### config.mk
export PLATFORM = sky130hd
export DESIGN_NAME = divisor_enumerator_unit
export DESIGN_NICKNAME = d
export VERILOG_FILES = /design/src/rtl/deu_pkg.sv /design/src/rtl/deu_rem_unit.sv /design/src/rtl/divisor_enumerator_unit.sv
export VERILOG_INCLUDE_DIRS = /design/src /design/src/rtl
export SDC_FILE = /design/constraint.sdc
export NUM_CORES = 1
export LEC_CHECK = 0
export BUFFER_PORTS_ARGS = -buffer_cell sky130_fd_sc_hd__buf_2
export CAP_MARGIN = 20
export CORE_UTILIZATION = 55
export DETAILED_ROUTE_END_ITERATION = 16
export GPL_TIMING_DRIVEN = 0
export PLACE_DENSITY = 0.73
export SLEW_MARGIN = 10
export SYNTH_ARGS = -nofsm -noshare
export SYNTH_HDL_FRONTEND = slang
export SYNTH_SLANG_ARGS = --single-unit
### constraint.sdc
create_clock -name clk_i -period 6.65 [get_ports clk_i]
set_clock_uncertainty 0.05 [all_clocks]
set_input_delay 0.9975 -clock clk_i [delete_from_list [all_inputs] [get_ports clk_i]]
set_output_delay 0.9975 -clock clk_i [all_outputs]
set_load 0.02 [all_outputs]
### src/rtl/divisor_enumerator_unit_defines.svh
// Assertion macros for the divisor enumerator
`ifndef DIVISOR_ENUMERATOR_UNIT_DEFINES_SVH
`define DIVISOR_ENUMERATOR_UNIT_DEFINES_SVH

// property that must hold at every clock edge outside reset
`define DEU_ASSERT(lbl, prop, msg) \
  lbl: assert property (@(posedge clk_i) disable iff (!rst_ni) (prop)) else $error(msg);

// consequent that must hold in the cycle after the antecedent
`define DEU_ASSERT_NEXT(lbl, ante, cons, msg) \
  lbl: assert property (@(posedge clk_i) disable iff (!rst_ni) (ante) |=> (cons)) \
    else $error(msg);

`endif

### src/rtl/deu_pkg.sv
// Shared types and constants for the divisor enumerator
package deu_pkg;

  localparam int NUM_W      = 12;
  localparam int COUNT_W    = 6;
  localparam int SCOUNT_W   = 7;
  localparam int SUM_W      = 14;
  localparam int PROD_W     = 32;
  localparam int PCOUNT_W   = 3;
  localparam int REM_CNT_W  = $clog2(NUM_W);

  typedef enum logic [2:0] {
    ST_IDLE,
    ST_TEST,
    ST_TEST_WAIT,
    ST_PRIME,
    ST_PRIME_WAIT,
    ST_ACC,
    ST_EMIT
  } state_e;

  typedef struct packed {
    logic             start;
    logic [NUM_W-1:0] dividend;
    logic [NUM_W-1:0] divisor;
  } rem_req_t;

  typedef struct packed {
    logic             done;
    logic [NUM_W-1:0] rem;
  } rem_rsp_t;

endpackage

### src/rtl/deu_rem_unit.sv
// Shared restoring remainder unit, one dividend bit per cycle
module deu_rem_unit (
  input  logic              clk_i,
  input  logic              rst_ni,
  input  deu_pkg::rem_req_t req_i,
  output deu_pkg::rem_rsp_t rsp_o
);
  import deu_pkg::*;

  logic                 busy_q, busy_d;
  logic                 done_q, done_d;
  logic [REM_CNT_W-1:0] cnt_q, cnt_d;
  logic [NUM_W-1:0]     dvd_q, dvd_d;
  logic [NUM_W-1:0]     dvs_q, dvs_d;
  logic [NUM_W-1:0]     rem_q, rem_d;
  logic [NUM_W:0]       part;
  logic [NUM_W:0]       diff;

  always_comb begin
    part   = {rem_q, dvd_q[NUM_W-1]};
    diff   = part - {1'b0, dvs_q};
    busy_d = busy_q;
    done_d = 1'b0;
    cnt_d  = cnt_q;
    dvd_d  = dvd_q;
    dvs_d  = dvs_q;
    rem_d  = rem_q;
    if (req_i.start) begin
      busy_d = 1'b1;
      cnt_d  = '0;
      dvd_d  = req_i.dividend;
      dvs_d  = req_i.divisor;
      rem_d  = '0;
    end else if (busy_q) begin
      rem_d = (part >= {1'b0, dvs_q}) ? diff[NUM_W-1:0] : part[NUM_W-1:0];
      dvd_d = {dvd_q[NUM_W-2:0], 1'b0};
      cnt_d = cnt_q + REM_CNT_W'(1);
      if (cnt_q == REM_CNT_W'(NUM_W - 1)) begin
        busy_d = 1'b0;
        done_d = 1'b1;
      end
    end
  end

  always_ff @(posedge clk_i or negedge rst_ni) begin
    if (!rst_ni) begin
      busy_q <= 1'b0;
      done_q <= 1'b0;
      cnt_q  <= '0;
    end else begin
      busy_q <= busy_d;
      done_q <= done_d;
      cnt_q  <= cnt_d;
    end
  end

  always_ff @(posedge clk_i) begin
    dvd_q <= dvd_d;
    dvs_q <= dvs_d;
    rem_q <= rem_d;
  end

  assign rsp_o.done = done_q;
  assign rsp_o.rem  = rem_q;

endmodule

### src/rtl/divisor_enumerator_unit.sv
// Each candidate divisibility test runs in the shared remainder unit.
// Each divisor then passes through an accumulate state and an emit state; emit holds while the output register is full.
// A divisor d >= 3 also adds up to (d - 2) trial tests in the same remainder unit.
// One item at a time: the input is ready only when the sequencer is idle.
// The output register frees the sequencer while the last result waits to be taken.
// Reset clears the sequencer and the output valid at once; no clearing pass.
module divisor_enumerator_unit (
  input  logic                           clk_i,
  input  logic                           rst_ni,
  input  logic                           in_valid_i,
  output logic                           in_ready_o,
  input  logic [deu_pkg::NUM_W-1:0]      number_i,
  output logic                           out_valid_o,
  input  logic                           out_ready_i,
  output logic [deu_pkg::NUM_W-1:0]      divisor_o,
  output logic                           divisor_is_prime_o,
  output logic                           last_o,
  output logic [deu_pkg::COUNT_W-1:0]    divisor_count_o,
  output logic [deu_pkg::SCOUNT_W-1:0]   signed_divisor_count_o,
  output logic [deu_pkg::SUM_W-1:0]      divisor_sum_o,
  output logic [deu_pkg::PROD_W-1:0]     divisor_product_o,
  output logic [deu_pkg::PCOUNT_W-1:0]   prime_divisor_count_o
);
  import deu_pkg::*;
  `include "divisor_enumerator_unit_defines.svh"

  state_e                state_q, state_d;
  logic [NUM_W-1:0]      n_q, n_d;
  logic [NUM_W-1:0]      cand_q, cand_d;
  logic [NUM_W-1:0]      trial_q, trial_d;
  logic                  prime_q, prime_d;
  logic [COUNT_W-1:0]    count_q, count_d;
  logic [SUM_W-1:0]      sum_q, sum_d;
  logic [PROD_W-1:0]     prod_q, prod_d;
  logic [PCOUNT_W-1:0]   pcount_q, pcount_d;

  logic                  out_valid_q, out_valid_d;
  logic [NUM_W-1:0]      out_div_q, out_div_d;
  logic                  out_prime_q, out_prime_d;
  logic                  out_last_q, out_last_d;
  logic [COUNT_W-1:0]    out_count_q, out_count_d;
  logic [SUM_W-1:0]      out_sum_q, out_sum_d;
  logic [PROD_W-1:0]     out_prod_q, out_prod_d;
  logic [PCOUNT_W-1:0]   out_pcount_q, out_pcount_d;

  logic                  out_load;
  logic                  is_last;
  logic [NUM_W-1:0]      trial_inc;
  rem_req_t              rem_req;
  rem_rsp_t              rem_rsp;

  deu_rem_unit u_rem (
    .clk_i  (clk_i),
    .rst_ni (rst_ni),
    .req_i  (rem_req),
    .rsp_o  (rem_rsp)
  );

  always_comb begin
    state_d   = state_q;
    n_d       = n_q;
    cand_d    = cand_q;
    trial_d   = trial_q;
    prime_d   = prime_q;
    count_d   = count_q;
    sum_d     = sum_q;
    prod_d    = prod_q;
    pcount_d  = pcount_q;
    in_ready_o = 1'b0;
    trial_inc = trial_q + NUM_W'(1);
    is_last   = (cand_q == n_q);
    out_load  = 1'b0;
    rem_req.start    = 1'b0;
    rem_req.dividend = n_q;
    rem_req.divisor  = cand_q;

    case (state_q)
      ST_IDLE: begin
        in_ready_o = 1'b1;
        if (in_valid_i) begin
          n_d      = number_i;
          cand_d   = NUM_W'(1);
          count_d  = '0;
          sum_d    = '0;
          prod_d   = PROD_W'(1);
          pcount_d = '0;
          if (number_i != '0) begin
            state_d = ST_TEST;
          end
        end
      end
      ST_TEST: begin
        rem_req.start = 1'b1;
        state_d = ST_TEST_WAIT;
      end
      ST_TEST_WAIT: begin
        if (rem_rsp.done) begin
          if (rem_rsp.rem != '0) begin
            cand_d  = cand_q + NUM_W'(1);
            state_d = ST_TEST;
          end else if (cand_q < NUM_W'(2)) begin
            prime_d = 1'b0;
            state_d = ST_ACC;
          end else if (cand_q == NUM_W'(2)) begin
            prime_d = 1'b1;
            state_d = ST_ACC;
          end else begin
            trial_d = NUM_W'(2);
            state_d = ST_PRIME;
          end
        end
      end
      ST_PRIME: begin
        rem_req.start    = 1'b1;
        rem_req.dividend = cand_q;
        rem_req.divisor  = trial_q;
        state_d = ST_PRIME_WAIT;
      end
      ST_PRIME_WAIT: begin
        if (rem_rsp.done) begin
          if (rem_rsp.rem == '0) begin
            prime_d = 1'b0;
            state_d = ST_ACC;
          end else if (trial_inc < cand_q) begin
            trial_d = trial_inc;
            state_d = ST_PRIME;
          end else begin
            trial_d = trial_inc;
            prime_d = 1'b1;
            state_d = ST_ACC;
          end
        end
      end
      ST_ACC: begin
        count_d  = count_q + COUNT_W'(1);
        sum_d    = SUM_W'(sum_q + SUM_W'(cand_q));
        prod_d   = PROD_W'(prod_q * PROD_W'(cand_q));
        pcount_d = pcount_q + PCOUNT_W'(prime_q);
        state_d  = ST_EMIT;
      end
      ST_EMIT: begin
        out_load = !out_valid_q || out_ready_i;
        if (out_load) begin
          if (is_last) begin
            state_d = ST_IDLE;
          end else begin
            cand_d  = cand_q + NUM_W'(1);
            state_d = ST_TEST;
          end
        end
      end
      default: begin
        state_d = ST_IDLE;
      end
    endcase
  end

  always_comb begin
    out_valid_d  = out_valid_q && !out_ready_i;
    out_div_d    = out_div_q;
    out_prime_d  = out_prime_q;
    out_last_d   = out_last_q;
    out_count_d  = out_count_q;
    out_sum_d    = out_sum_q;
    out_prod_d   = out_prod_q;
    out_pcount_d = out_pcount_q;
    if (out_load) begin
      out_valid_d  = 1'b1;
      out_div_d    = cand_q;
      out_prime_d  = prime_q;
      out_last_d   = is_last;
      out_count_d  = is_last ? count_q : '0;
      out_sum_d    = is_last ? sum_q : '0;
      out_prod_d   = is_last ? prod_q : '0;
      out_pcount_d = is_last ? pcount_q : '0;
    end
  end

  always_ff @(posedge clk_i or negedge rst_ni) begin
    if (!rst_ni) begin
      state_q     <= ST_IDLE;
      out_valid_q <= 1'b0;
      n_q         <= '0;
      cand_q      <= '0;
      trial_q     <= '0;
      count_q     <= '0;
      sum_q       <= '0;
      prod_q      <= PROD_W'(1);
      pcount_q    <= '0;
    end else begin
      state_q     <= state_d;
      out_valid_q <= out_valid_d;
      n_q         <= n_d;
      cand_q      <= cand_d;
      trial_q     <= trial_d;
      count_q     <= count_d;
      sum_q       <= sum_d;
      prod_q      <= prod_d;
      pcount_q    <= pcount_d;
    end
  end

  always_ff @(posedge clk_i) begin
    prime_q      <= prime_d;
    out_div_q    <= out_div_d;
    out_prime_q  <= out_prime_d;
    out_last_q   <= out_last_d;
    out_count_q  <= out_count_d;
    out_sum_q    <= out_sum_d;
    out_prod_q   <= out_prod_d;
    out_pcount_q <= out_pcount_d;
  end

  assign out_valid_o            = out_valid_q;
  assign divisor_o              = out_div_q;
  assign divisor_is_prime_o     = out_prime_q;
  assign last_o                 = out_last_q;
  assign divisor_count_o        = out_count_q;
  assign signed_divisor_count_o = {out_count_q, 1'b0};
  assign divisor_sum_o          = out_sum_q;
  assign divisor_product_o      = out_prod_q;
  assign prime_divisor_count_o  = out_pcount_q;

  `DEU_ASSERT(a_done_when_waiting,
              !rem_rsp.done || state_q == ST_TEST_WAIT || state_q == ST_PRIME_WAIT,
              "remainder done outside a wait state")
  `DEU_ASSERT(a_trial_range,
              state_q != ST_PRIME_WAIT || (trial_q >= NUM_W'(2) && trial_q < cand_q),
              "trial factor out of range")
  `DEU_ASSERT_NEXT(a_last_ends_item, out_load && is_last,
                   state_q == ST_IDLE && out_valid_q && out_last_q,
                   "last transaction did not end the item")

endmodule
==> key figures, run 1 <==
Power and ir drop
  – Pwr Total: 5370 uW
  – Cell leakage power: 0.00996 uW
  – Net Sw Power: 2120 uW
  – Internal Power: 3250 uW
  – Combinational share of power: 38.0%
  – Clock network power share: 27.0%
  – Net Sw Frac: 39.5%
  – Sequential fraction of design power: 35.0%
  – Worst vdd ir: 0.252 mV
  – Pwr/cell area: 251 nW/um^2

Timing
  – TNS Setup: 0 ns
  – Final hold vios: 0
  – Final worst-path cycle share: 97.8%
  – Slew @ Worst Pin: 0.881 ns
  – FMAX: 0.154 GHz
  – Rel. slew slack: 41.3%
  – Setup violators final: 0
  – Slew Viols, Final: 0
  – Final critical-path required period: 6.50 ns

Setup path
  – CP Capture Point: prod_q[31]$_DFFE_PN0P_
  – Worst EP arrival: 6.84 ns
  – Max incr delay on CP: 0.56 ns
  – Worst Reg-to-Reg Cells: 20
  – Flop2flop setup slack: 0.15 ns
  – Cell mode on critical path: fa_1
  – CP Launch Point: cand_q[5]$_DFFE_PN0P_
  – Reg-to-reg startpoint: cand_q[5]$_DFFE_PN0P_
  – Worst path slowest cell: dfrtp_1
  – Reg-to-reg critical path endpoint: prod_q[31]$_DFFE_PN0P_
  – CP cell instances: clkbuf_4 > buf_2 > nand2_1 > fa_1 > fa_1 > inv_1 > fa_1 > fa_1 > inv_1 > fa_1 > inv_1 > ha_1 > and4_1 > nor2b_1 > a31oi_2 > o21ai_1 > a32oi_1 > o21ai_0 > xnor2_1 > o21ai_0
  – CP max FO: 10
  – Crit Path Category: register to register
  – Worst Setup End Kind: register
  – Crit start category: register
  – Req. time, crit path: 6.99 ns

Drt
  – Pre-antenna DRT Iters: 6
  – Post-DRT Antenna Nets: 0
  – Detailed Route WL: 53,000 microns
  – Initial DRC Count: 1,188
  – Via/cell ratio: 5.69
  – Vias: 15,134
  – # DRC: 0
  – Drt wl/cell: 19.9 microns

Layout
  – Fraction of layout cells with a size suffix above 1: 9.58%
  – # diodes: 0
  – Final #Nets: 2,533
  – Area grow syn2layout: 10.4%
  – Fillers: 2,968

Logic synthesis
  – Synth async-reset ratio: 48.8%
  – Register area share after synthesis: 28.9%
  – Syn nets: 2,415
  – Number of synthesized register bits: 207
  – Distinct cells, synth: 70
  – Cells after synthesis: 2,067
  – EDFF count, synth: 94
  – Post-Syn Area: 19,300 sq um
  – Synthesized area per cell: 9.36 sq um
  – Synth warn: 0
  – Synth Flop Type: dfrtp_1

Clock tree
  – # clock sinks: 207
  – CTS root buffer: clkbuf_16
  – Num CTS Buffers: 25
  – CTS tree: done
  – Clk pin slew, worst setup/hold paths: 0.06 ns
  – CTS HTree Levels: 1
  – Clock Tree Buf Depth: 3
  – Worst skew pair latency: 0.54 ns
  – Post-CTS setup buffers: 0

Placement
  – Port bufs: 92
  – Routability cong.: 0.952
  – Dpl hpwl: 40,800 microns

GRT
  – Gr usage total: 31.0%
  – Remaining Overflow, GRT: 0
  – First-pass GRT wire length: 85,500 microns
  – Largest net degree at the start of global routing: 85
  – Initial antenna violation count: 0
  – Number of global-route vias before repair: 15,809

Hold path
  – Hold WC Path Type: input port to asynchronous set/reset pin

Outcome
  – Run status: finished clean

Floorplanning
  – Die area: 35,900 sq um
  – Row cnt: 68
  – Die Span Y: 190 microns
  – Core area: 34,500 sq um
  – Initial core utilization: 56.0%
  – Die width: 190 microns
  – Num ports: 94

Job
  – Number of max-cap violations: 0
## worst max-delay path, delay by kind of cell, from the launching register on
kind | cells | cell delay, ns
buffers and inverters | 5 | 0.81
flip-flops | 1 | 0.56
adder cells (fa/ha/maj) | 6 | 3.01
AND/OR/NAND/NOR | 3 | 0.52
XOR/XNOR | 1 | 0.21
AO/OA/AOI/OAI | 5 | 1.16
## power by group through the flow
stage          Combinational [uW]  Sequential (uW)  Clock, uW
3_3_place_gp                 1940             1900          0
2_1_floorplan                1380             1900          0
4_1_cts                      2020             1880       1460
5_1_grt                      2260             1910       1510
3_5_place_dp                 2010             1900          0
6_report                     2040             1880       1450
## cells in the mapped netlist (all sizes together), types with 22 or more instances
cell type / count / share of area, %
nand2: 377 / 7.3
inv: 318 / 6.2
fa: 241 / 25
and2: 145 / 4.7
o21ai: 106 / 2.8
dfrtp: 100 / 13
edfxtp: 94 / 15
ha: 91 / 5.9
clkbuf: 89 / 1.7
xnor2: 68 / 3.1
nor2: 66 / 1.3
a21oi: 41 / 1.1
buf: 29 / 0.85
nand3: 27 / 0.72
xor2: 25 / 1.1
mux2i: 23 / 1.2
a21o: 22 / 0.85
## per-stage QoR
step	instance area [sq um]	hold WS (ns)	util, %	std cells	worst slack (ns)
after floorplan	19300	0.383	-	2067	0.970
after global placement	20400	0.404	59.0	2614	-0.507
after detailed placement	20400	0.416	59.2	2616	-0.564
after CTS	21300	0.265	61.7	2659	0.0335
after global routing	21400	0.266	61.8	2658	-0.0333
final	21400	0.268	61.8	2658	0.149
## cells in the final DEF, fill, tap and decap left out, drive strengths merged, types with 91 or more instances in the layout
cell    synthesis  final
nand2         377    377
inv           318    322
fa            241    241
and2          145    145
buf            29    125
clkbuf         89    112
o21ai         106    106
dfrtp         100    100
edfxtp         94     94
ha             91     91
## how the worst min path moves through the flow
stage | start | endpoint | slack (ns) | cells after the start
after floorplan | prime_q$_DFFE_PP_ | divisor_is_prime_o$_DFFE_PP_ | 0.38 | 0
after CTS | rst_ni | n_q[8]$_DFFE_PN0P_ | 0.27 | 1
after global placement | count_q[5]$_DFFE_PN0P_ | count_q[5]$_DFFE_PN0P_ | 0.40 | 1
final | rst_ni | n_q[8]$_DFFE_PN0P_ | 0.27 | 1
after detailed placement | cand_q[3]$_DFFE_PN0P_ | divisor_o[3]$_DFFE_PP_ | 0.42 | 0
after global routing | rst_ni | n_q[8]$_DFFE_PN0P_ | 0.27 | 1
## registers in the layout, summed over array words and instances, names as in the netlist, 3 cells and up
signal,count
prime_divisor_count_o,3
pcount_q,3
cand_q,12
trial_q,12
count_q,6
divisor_sum_o,14
divisor_count_o,6
prod_q,32
state_q,3
divisor_product_o,32
divisor_o,12
u_rem.rem_q,12
u_rem.dvd_q,12
sum_q,14
u_rem.dvs_q,12
n_q,12
u_rem.cnt_q,4
## area by class of cell
class,instances,area [sq um],area share (%)
Inverter,319,1200,5.61
Sequential cell,207,5590,26.2
Buffer,115,534,2.50
Multi-Input combinational cell,1423,12100,56.6
Clock inverter,17,204,0.955
Tap cell,455,569,2.67
Timing Repair Buffer,94,522,2.44
Clock buffer,28,647,3.03
## cell families after synthesis
kind of cell / share of synthesized area, %
xor+xnor: 4.21
compound gates: 8.14
simple gates: 16.9
other cells: 0.0194
buf+inv: 8.77
flops: 28.9
mux: 2.18
fa+ha+maj: 30.8
## repair_timing
item | 4_1_cts | 5_1_grt
endpoints found under the hold margin | 0 | 0
setup endpoints to repair | 18 | 10
resized for setup | 22 | 20
hold buffers | 0 | 0
## layer usage
layer	up-vias	share of wire (%)	track usage, %
li1	6755	-	-
met1	7595	40	40.5
met2	635	48	50.8
met3	149	7.7	5.35
met4	0	4.5	13.9
met5	-	0	0
(Power assumes the default switching activity.)
==> inputs of run 2 (changes only) <==
clock period = 7.8 ns   (was 6.65 ns; I/O delays follow)
==> key figures, run 2 (synthesis gave the netlist of run 1 again) <==
Layout
  – # diodes: 0 (unchanged)
  – Commonest cells after routing, fill and taps aside: 377 x nand2_1, 318 x inv_1, 241 x fa_1 (unchanged)
  – Commonest non-fill, non-tap cell in the layout: nand2_1 (unchanged)
  – Fraction of layout cells with a size suffix above 1: 8.48% (was 9.58%)
  – Area grow syn2layout: 10.1% (was 10.4%)
  – Fillers: 2,977 (was 2,968)
  – Final #Nets: 2,536 (was 2,533)

Setup path
  – Req. time, crit path: 8.15 ns (was 6.99 ns)
  – Reg-to-reg startpoint: cand_q[6]$_DFFE_PN0P_ (was cand_q[5]$_DFFE_PN0P_)
  – Max incr delay on CP: 0.83 ns (was 0.56 ns)
  – Cell mode on critical path: fa_1 (unchanged)
  – Worst path bufs/invs: 5 (unchanged)
  – Crit. path cell count: 20 (unchanged)
  – CP Capture Point: prod_q[31]$_DFFE_PN0P_ (unchanged)
  – CP cell instances: clkbuf_1 > clkbuf_1 > nand2_1 > fa_1 > inv_1 > fa_1 > fa_1 > fa_1 > inv_1 > fa_1 > inv_1 > ha_1 > a211oi_1 > o21ai_0 > a32oi_1 > o21ai_0 > a32oi_1 > o21ai_0 > xnor2_1 > o21ai_0 (was clkbuf_4 > buf_2 > nand2_1 > fa_1 > fa_1 > inv_1 > fa_1 > fa_1 > inv_1 > fa_1 > inv_1 > ha_1 > and4_1 > nor2b_1 > a31oi_2 > o21ai_1 > a32oi_1 > o21ai_0 > xnor2_1 > o21ai_0)
  – Crit start category: register (unchanged)
  – Worst Reg-to-Reg Cells: 20 (unchanged)
  – Worst EP arrival: 7.69 ns (was 6.84 ns)
  – Worst path slowest cell: clkbuf_1 (was dfrtp_1)
  – CP max FO: 10 (unchanged)
  – Reg-to-reg critical path endpoint: prod_q[31]$_DFFE_PN0P_ (unchanged)
  – Worst path top cell family by delay: adder cells (unchanged)
  – CP Launch Point: cand_q[6]$_DFFE_PN0P_ (was cand_q[5]$_DFFE_PN0P_)
  – Worst Setup End Kind: register (unchanged)
  – Flop2flop setup slack: 0.46 ns (was 0.15 ns)
  – Crit Path Category: register to register (unchanged)

Floorplanning
  – Die area: 35,900 sq um (unchanged)
  – Initial core utilization: 56.0% (unchanged)
  – Die Span Y: 190 microns (unchanged)
  – Num ports: 94 (unchanged)
  – Row cnt: 68 (unchanged)
  – Core area: 34,500 sq um (unchanged)
  – Die width: 190 microns (unchanged)

Power and ir drop
  – Sequential fraction of design power: 35.0% (about the same)
  – Cell leakage power: 0.00988 uW (was 0.00996 uW)
  – Clock network power share: 27.1% (was 27.0%)
  – Internal Power: 2770 uW (was 3250 uW)
  – Combinational share of power: 37.9% (was 38.0%)
  – Net Sw Frac: 39.5% (about the same)
  – Worst vdd ir: 0.217 mV (was 0.252 mV)
  – Net Sw Power: 1810 uW (was 2120 uW)
  – Pwr/cell area: 215 nW/um^2 (was 251 nW/um^2)

Drt
  – Post-DRT Antenna Nets: 0 (unchanged)
  – Detailed Route WL: 52,900 microns (was 53,000 microns)
  – Pre-antenna DRT Iters: 5 (was 6)
  – Drt wl/cell: 19.9 microns (about the same)
  – Initial DRC Count: 1,204 (was 1,188)
  – # DRC: 0 (unchanged)
  – Vias: 15,136 (was 15,134)
  – Via/cell ratio: 5.69 (about the same)

Timing
  – TNS Setup: 0 ns (unchanged)
  – Rel. slew slack: 28.6% (was 41.3%)
  – Final hold vios: 0 (unchanged)
  – Final worst-path cycle share: 94.1% (was 97.8%)
  – Final critical-path required period: 7.34 ns (was 6.50 ns)
  – Slew @ Worst Pin: 1.07 ns (was 0.881 ns)
  – Hold WS: 0.424 ns (was 0.268 ns)
  – Setup violators final: 0 (unchanged)
  – Slew Viols, Final: 0 (unchanged)
  – RSZ-0062 raised after global routing: no
  – FMAX: 0.136 GHz (was 0.154 GHz)

Clock tree
  – Num CTS Buffers: 25 (unchanged)
  – Clk pin slew, worst setup/hold paths: 0.06 ns (about the same)
  – Post-CTS setup buffers: 0 (unchanged)
  – CTS root buffer: clkbuf_16 (unchanged)
  – Clock Tree Buf Depth: 3 (unchanged)
  – Post_cts resized: 0 (was 22)
  – Hold Buf Count CTS: 0 (unchanged)
  – CTS tree: done (unchanged)
  – CTS HTree Levels: 1 (unchanged)
  – # clock sinks: 207 (unchanged)
  – Worst skew pair latency: 0.54 ns (about the same)

Placement
  – Dpl hpwl: 40,800 microns (unchanged)
  – Port bufs: 92 (unchanged)
  – Routability cong.: 0.952 (unchanged)

GRT
  – Gr usage total: 31.0% (unchanged)
  – Largest net degree at the start of global routing: 85 (unchanged)
  – Initial antenna violation count: 0 (unchanged)
  – First-pass GRT wire length: 85,500 microns (about the same)
  – Number of global-route vias before repair: 15,810 (was 15,809)
  – Remaining Overflow, GRT: 0 (unchanged)

Outcome
  – Run status: finished clean (unchanged)

Hold path
  – Hold WC Path Type: register to register (was input port to asynchronous set/reset pin)

Job
  – Number of max-cap violations: 0 (unchanged)
-- run 2: cell types whose count changed in the layout (fill, tap and decap cells not counted), sizes merged --
cell and change:
clkbuf +5, buf -2
-- run 2: final cells by class --
| type | count | area [sq um] | area share, % |
|---|---|---|---|
| Sequential cell | 207 | 5590 | 26.3 |
| Multi-Input combinational cell | 1423 | 12100 | 56.6 |
| Clock buffer | 28 | 647 | 3.04 |
| Inverter | 319 | 1200 | 5.62 |
| Tap cell | 455 | 569 | 2.67 |
| Clock inverter | 17 | 204 | 0.958 |
| Buffer | 118 | 499 | 2.34 |
| Timing Repair Buffer | 94 | 522 | 2.45 |
-- run 2: metrics by stage --
step / instances / util, % / setup slack [ns] / power [uW] / cell area [sq um]
after floorplan: 2067 / - / 2.12 / 2800 / 19300
after global placement: 2614 / 59.0 / 0.643 / 3270 / 20400
after detailed placement: 2616 / 59.2 / 0.586 / 3330 / 20400
after CTS: 2661 / 61.6 / 0.561 / 4570 / 21300
after global routing: 2661 / 61.6 / 0.0963 / 4840 / 21300
final: 2661 / 61.6 / 0.460 / 4570 / 21300
-- run 2: worst reg2reg max path, stage by stage (launching register included) --
cell and delay [ns]:
dfrtp_1 0.63, clkbuf_1 0.83, clkbuf_1 0.57, nand2_1 0.14, fa_1 0.52, inv_1 0.05, fa_1 0.46, fa_1 0.53
fa_1 0.54, inv_1 0.05, fa_1 0.52, inv_1 0.04, ha_1 0.40, a211oi_1 0.34, o21ai_0 0.20, a32oi_1 0.21
o21ai_0 0.22, a32oi_1 0.38, o21ai_0 0.19, xnor2_1 0.20, o21ai_0 0.10
-- run 2: routing by layer --
metal | part of all wire, % | vias up | global-route usage (%)
li1 | - | 6763 | -
met1 | 40 | 7560 | 40.4
met2 | 47 | 646 | 50.4
met3 | 7.6 | 167 | 5.57
met4 | 5.1 | 0 | 14.7
met5 | 0 | - | 0
-- run 2: power by group through the flow --
stage                     sequential, uW  combinational, uW  clock, uW
after CTS                           1600               1720       1250
after detailed placement            1620               1710          0
after floorplan                     1620               1180          0
after global placement              1620               1650          0
after global routing                1630               1930       1290
final                               1600               1730       1240
-- run 2: worst min path at each step --
stage,from,cells after the start,to,slack (ns)
2_1_floorplan,prime_q$_DFFE_PP_,0,divisor_is_prime_o$_DFFE_PP_,0.38
3_3_place_gp,count_q[5]$_DFFE_PN0P_,1,count_q[5]$_DFFE_PN0P_,0.40
3_5_place_dp,cand_q[3]$_DFFE_PN0P_,0,divisor_o[3]$_DFFE_PP_,0.42
4_1_cts,count_q[5]$_DFFE_PN0P_,1,count_q[5]$_DFFE_PN0P_,0.43
5_1_grt,rst_ni,1,n_q[8]$_DFFE_PN0P_,0.44
6_report,count_q[5]$_DFFE_PN0P_,1,count_q[5]$_DFFE_PN0P_,0.42
==> inputs of run 3 (changes only) <==
SYNTH_HIERARCHICAL = 1   (was default)
==> key figures, run 3 <==
Floorplanning
  – Die Span Y: 190 microns (about the same)
  – Initial core utilization: 56.1% (was 56.0%)
  – Core area: 34,600 sq um (was 34,500 sq um)
  – Row cnt: 68 (unchanged)
  – Num ports: 94 (unchanged)
  – Die width: 190 microns (about the same)
  – Die area: 36,100 sq um (was 35,900 sq um)

Logic synthesis
  – Most frequent cell after synthesis: nand2_1 (unchanged)
  – Most common library cells after synthesis: 379 x nand2_1, 310 x inv_1, 241 x fa_1 (was 377 x nand2_1, 318 x inv_1, 241 x fa_1)
  – Synth Flop Type: dfrtp_1 (unchanged)
  – Number of synthesized register bits: 207 (unchanged)
  – Cells after synthesis: 2,067 (unchanged)
  – Largest area contributor in the netlist: fa_1 (unchanged)
  – Synth top area cells: fa_1 25%, edfxtp_1 15%, dfrtp_1 13% (unchanged)
  – Synth async-reset ratio: 48.8% (unchanged)
  – EDFF count, synth: 94 (unchanged)
  – Distinct cells, synth: 77 (was 70)
  – Synth warn: 6 (was 0)
  – Syn nets: 2,415 (unchanged)
  – Post-Syn Area: 19,400 sq um (was 19,300 sq um)
  – Synthesized area per cell: 9.39 sq um (was 9.36 sq um)
  – Register area share after synthesis: 28.8% (was 28.9%)
  – Yosys top cell area share: 24.8% (was 24.9%)

Clock tree
  – CTS HTree Levels: 1 (unchanged)
  – CTS tree: done (unchanged)
  – Num CTS Buffers: 25 (unchanged)
  – CTS root buffer: clkbuf_16 (unchanged)
  – Clk pin slew, worst setup/hold paths: 0.06 ns (about the same)
  – # clock sinks: 207 (unchanged)
  – Clock Tree Buf Depth: 3 (unchanged)
  – Hold Buf Count CTS: 0 (unchanged)
  – Worst skew pair latency: 0.55 ns (was 0.54 ns)

Placement
  – Routability cong.: 0.924 (was 0.952)
  – Dpl hpwl: 40,600 microns (was 40,800 microns)
  – Port bufs: 92 (unchanged)
  – Placed Instances: 2,618 (was 2,616)

GRT
  – Gr usage total: 30.2% (was 31.0%)
  – Initial antenna violation count: 0 (unchanged)
  – Remaining Overflow, GRT: 0 (unchanged)
  – Largest net degree at the start of global routing: 81 (was 85)
  – Number of global-route vias before repair: 15,670 (was 15,810)
  – First-pass GRT wire length: 83,900 microns (was 85,500 microns)

Setup path
  – Worst path bufs/invs: 5 (unchanged)
  – Worst path slowest cell: buf_1 (was clkbuf_1)
  – CP Launch Point: cand_q[6]$_DFFE_PN0P_ (unchanged)
  – Crit Path Category: register to register (unchanged)
  – Worst path top cell family by delay: adder cells (unchanged)
  – CP max FO: 10 (unchanged)
  – CP cell instances: buf_1 > clkbuf_1 > nand2_1 > fa_1 > fa_1 > fa_1 > inv_1 > fa_1 > inv_1 > fa_1 > inv_1 > ha_1 > a2111oi_0 > o21ai_1 > a31oi_2 > o31ai_1 > a221oi_2 > xnor2_1 > o21ai_1 (was clkbuf_1 > clkbuf_1 > nand2_1 > fa_1 > inv_1 > fa_1 > fa_1 > fa_1 > inv_1 > fa_1 > inv_1 > ha_1 > a211oi_1 > o21ai_0 > a32oi_1 > o21ai_0 > a32oi_1 > o21ai_0 > xnor2_1 > o21ai_0)
  – Reg-to-reg startpoint: cand_q[6]$_DFFE_PN0P_ (unchanged)
  – Worst EP arrival: 7.84 ns (was 7.69 ns)
  – Crit start category: register (unchanged)
  – Req. time, crit path: 8.14 ns (was 8.15 ns)
  – Worst Setup End Kind: register (unchanged)
  – Max incr delay on CP: 0.68 ns (was 0.83 ns)
  – Cell mode on critical path: fa_1 (unchanged)

Drt
  – Drt wl/cell: 19.5 microns (was 19.9 microns)
  – Vias: 15,124 (was 15,136)
  – # DRC: 0 (unchanged)
  – Detailed Route WL: 52,000 microns (was 52,900 microns)
  – Pre-antenna DRT Iters: 6 (was 5)
  – Initial DRC Count: 1,126 (was 1,204)
  – Via/cell ratio: 5.68 (was 5.69)
  – Post-DRT Antenna Nets: 0 (unchanged)

Power and ir drop
  – Worst vdd ir: 0.256 mV (was 0.217 mV)
  – Cell leakage power: 0.00989 uW (was 0.00988 uW)
  – Pwr/cell area: 271 nW/um^2 (was 215 nW/um^2)

Layout
  – Final #Nets: 2,537 (was 2,536)
  – Commonest non-fill, non-tap cell in the layout: nand2_1 (unchanged)
  – Fillers: 2,923 (was 2,977)
  – # diodes: 0 (unchanged)
  – Commonest cells after routing, fill and taps aside: 379 x nand2_1, 310 x inv_1, 241 x fa_1 (was 377 x nand2_1, 318 x inv_1, 241 x fa_1)
  – Final Non-Filler Cells: 2,663 (was 2,661)
  – Fraction of layout cells with a size suffix above 1: 8.97% (was 8.48%)
  – Area grow syn2layout: 10.2% (was 10.1%)

Timing
  – Final worst-path cycle share: 96.1% (was 94.1%)
  – Rel. slew slack: 39.8% (was 28.6%)
  – Final critical-path required period: 7.49 ns (was 7.34 ns)
  – Slew Viols, Final: 0 (unchanged)
  – TNS Setup: 0 ns (unchanged)
  – Setup violators final: 0 (unchanged)
  – RSZ-0062 raised after global routing: no (unchanged)
  – Final hold vios: 0 (unchanged)
  – FMAX: 0.133 GHz (was 0.136 GHz)
  – Slew @ Worst Pin: 0.903 ns (was 1.07 ns)

Outcome
  – Run status: finished clean (unchanged)

Job
  – Number of max-cap violations: 0 (unchanged)

Hold path
  – Hold WC Path Type: input port to asynchronous set/reset pin (was register to register)
## run 3: per-stage QoR
stage	hold slack, ns	area (sq um)	total power (uW)	worst slack (ns)	util [%]
global placement	0.414	20400	4430	0.389	59.0
global route	0.430	21400	6180	0.0178	61.8
detailed placement	0.420	20500	4530	0.401	59.3
floorplan	0.383	19400	3630	1.84	-
CTS	0.423	21400	5780	0.301	61.8
finish	0.428	21400	5810	0.306	61.8
## run 3: layout make-up
type / count / area (sq um) / share of cell area, %
Clock buffer: 29 / 661 / 3.09
Timing Repair Buffer: 96 / 553 / 2.58
Tap cell: 455 / 569 / 2.66
Buffer: 117 / 488 / 2.28
Sequential cell: 207 / 5590 / 26.1
Multi-Input combinational cell: 1432 / 12200 / 56.9
Clock inverter: 17 / 199 / 0.929
Inverter: 310 / 1160 / 5.44
## run 3: cell families after synthesis
logic type	Yosys count	synth area share, %
AOI/OAI and AO/OA	239	8.18
xor gates and xnor gates	88	3.97
adders and majority gates	332	30.7
buffers and inverters	428	8.52
DFF	207	28.8
muxes	33	1.86
other	1	0.0193
and+or+nand+nor	739	17.9
## run 3: power by group
| group | internal (uW) | switching (uW) |
|---|---|---|
| combinational | 978 | 1840 |
| clock | 741 | 482 |
| sequential | 1490 | 284 |
| total | 3210 | 2600 |
## run 3: final timing paths
path | to | slack (ns) | cells past startpoint
min in group clk_i | count_q[5]$_DFFE_PN0P_ | 0.43 | 1
worst min-delay path | sum_q[6]$_DFFE_PN0P_ | 0.43 | 1
worst min register to register | count_q[5]$_DFFE_PN0P_ | 0.43 | 1
worst max register to register | prod_q[31]$_DFFE_PN0P_ | 0.31 | 19
max in group asynchronous | prod_q[31]$_DFFE_PN0P_ | 6.57 | 2
worst max-delay path | prod_q[31]$_DFFE_PN0P_ | 0.31 | 19
## run 3: timing repair
item | 4_1_cts | 5_1_grt
setup endpoints to repair | 0 | 7
gates resized for setup | 0 | 3
setup buffers | 0 | 0
## run 3: layer usage
metal / part of all wire [%] / track usage, % / vias to the layer above
met1: 39 / 38.6 / 7464
li1: - / - / 6806
met3: 9.1 / 6.11 / 164
met5: 0 / 0 / -
met4: 4.6 / 13.2 / 0
met2: 47 / 49.8 / 690
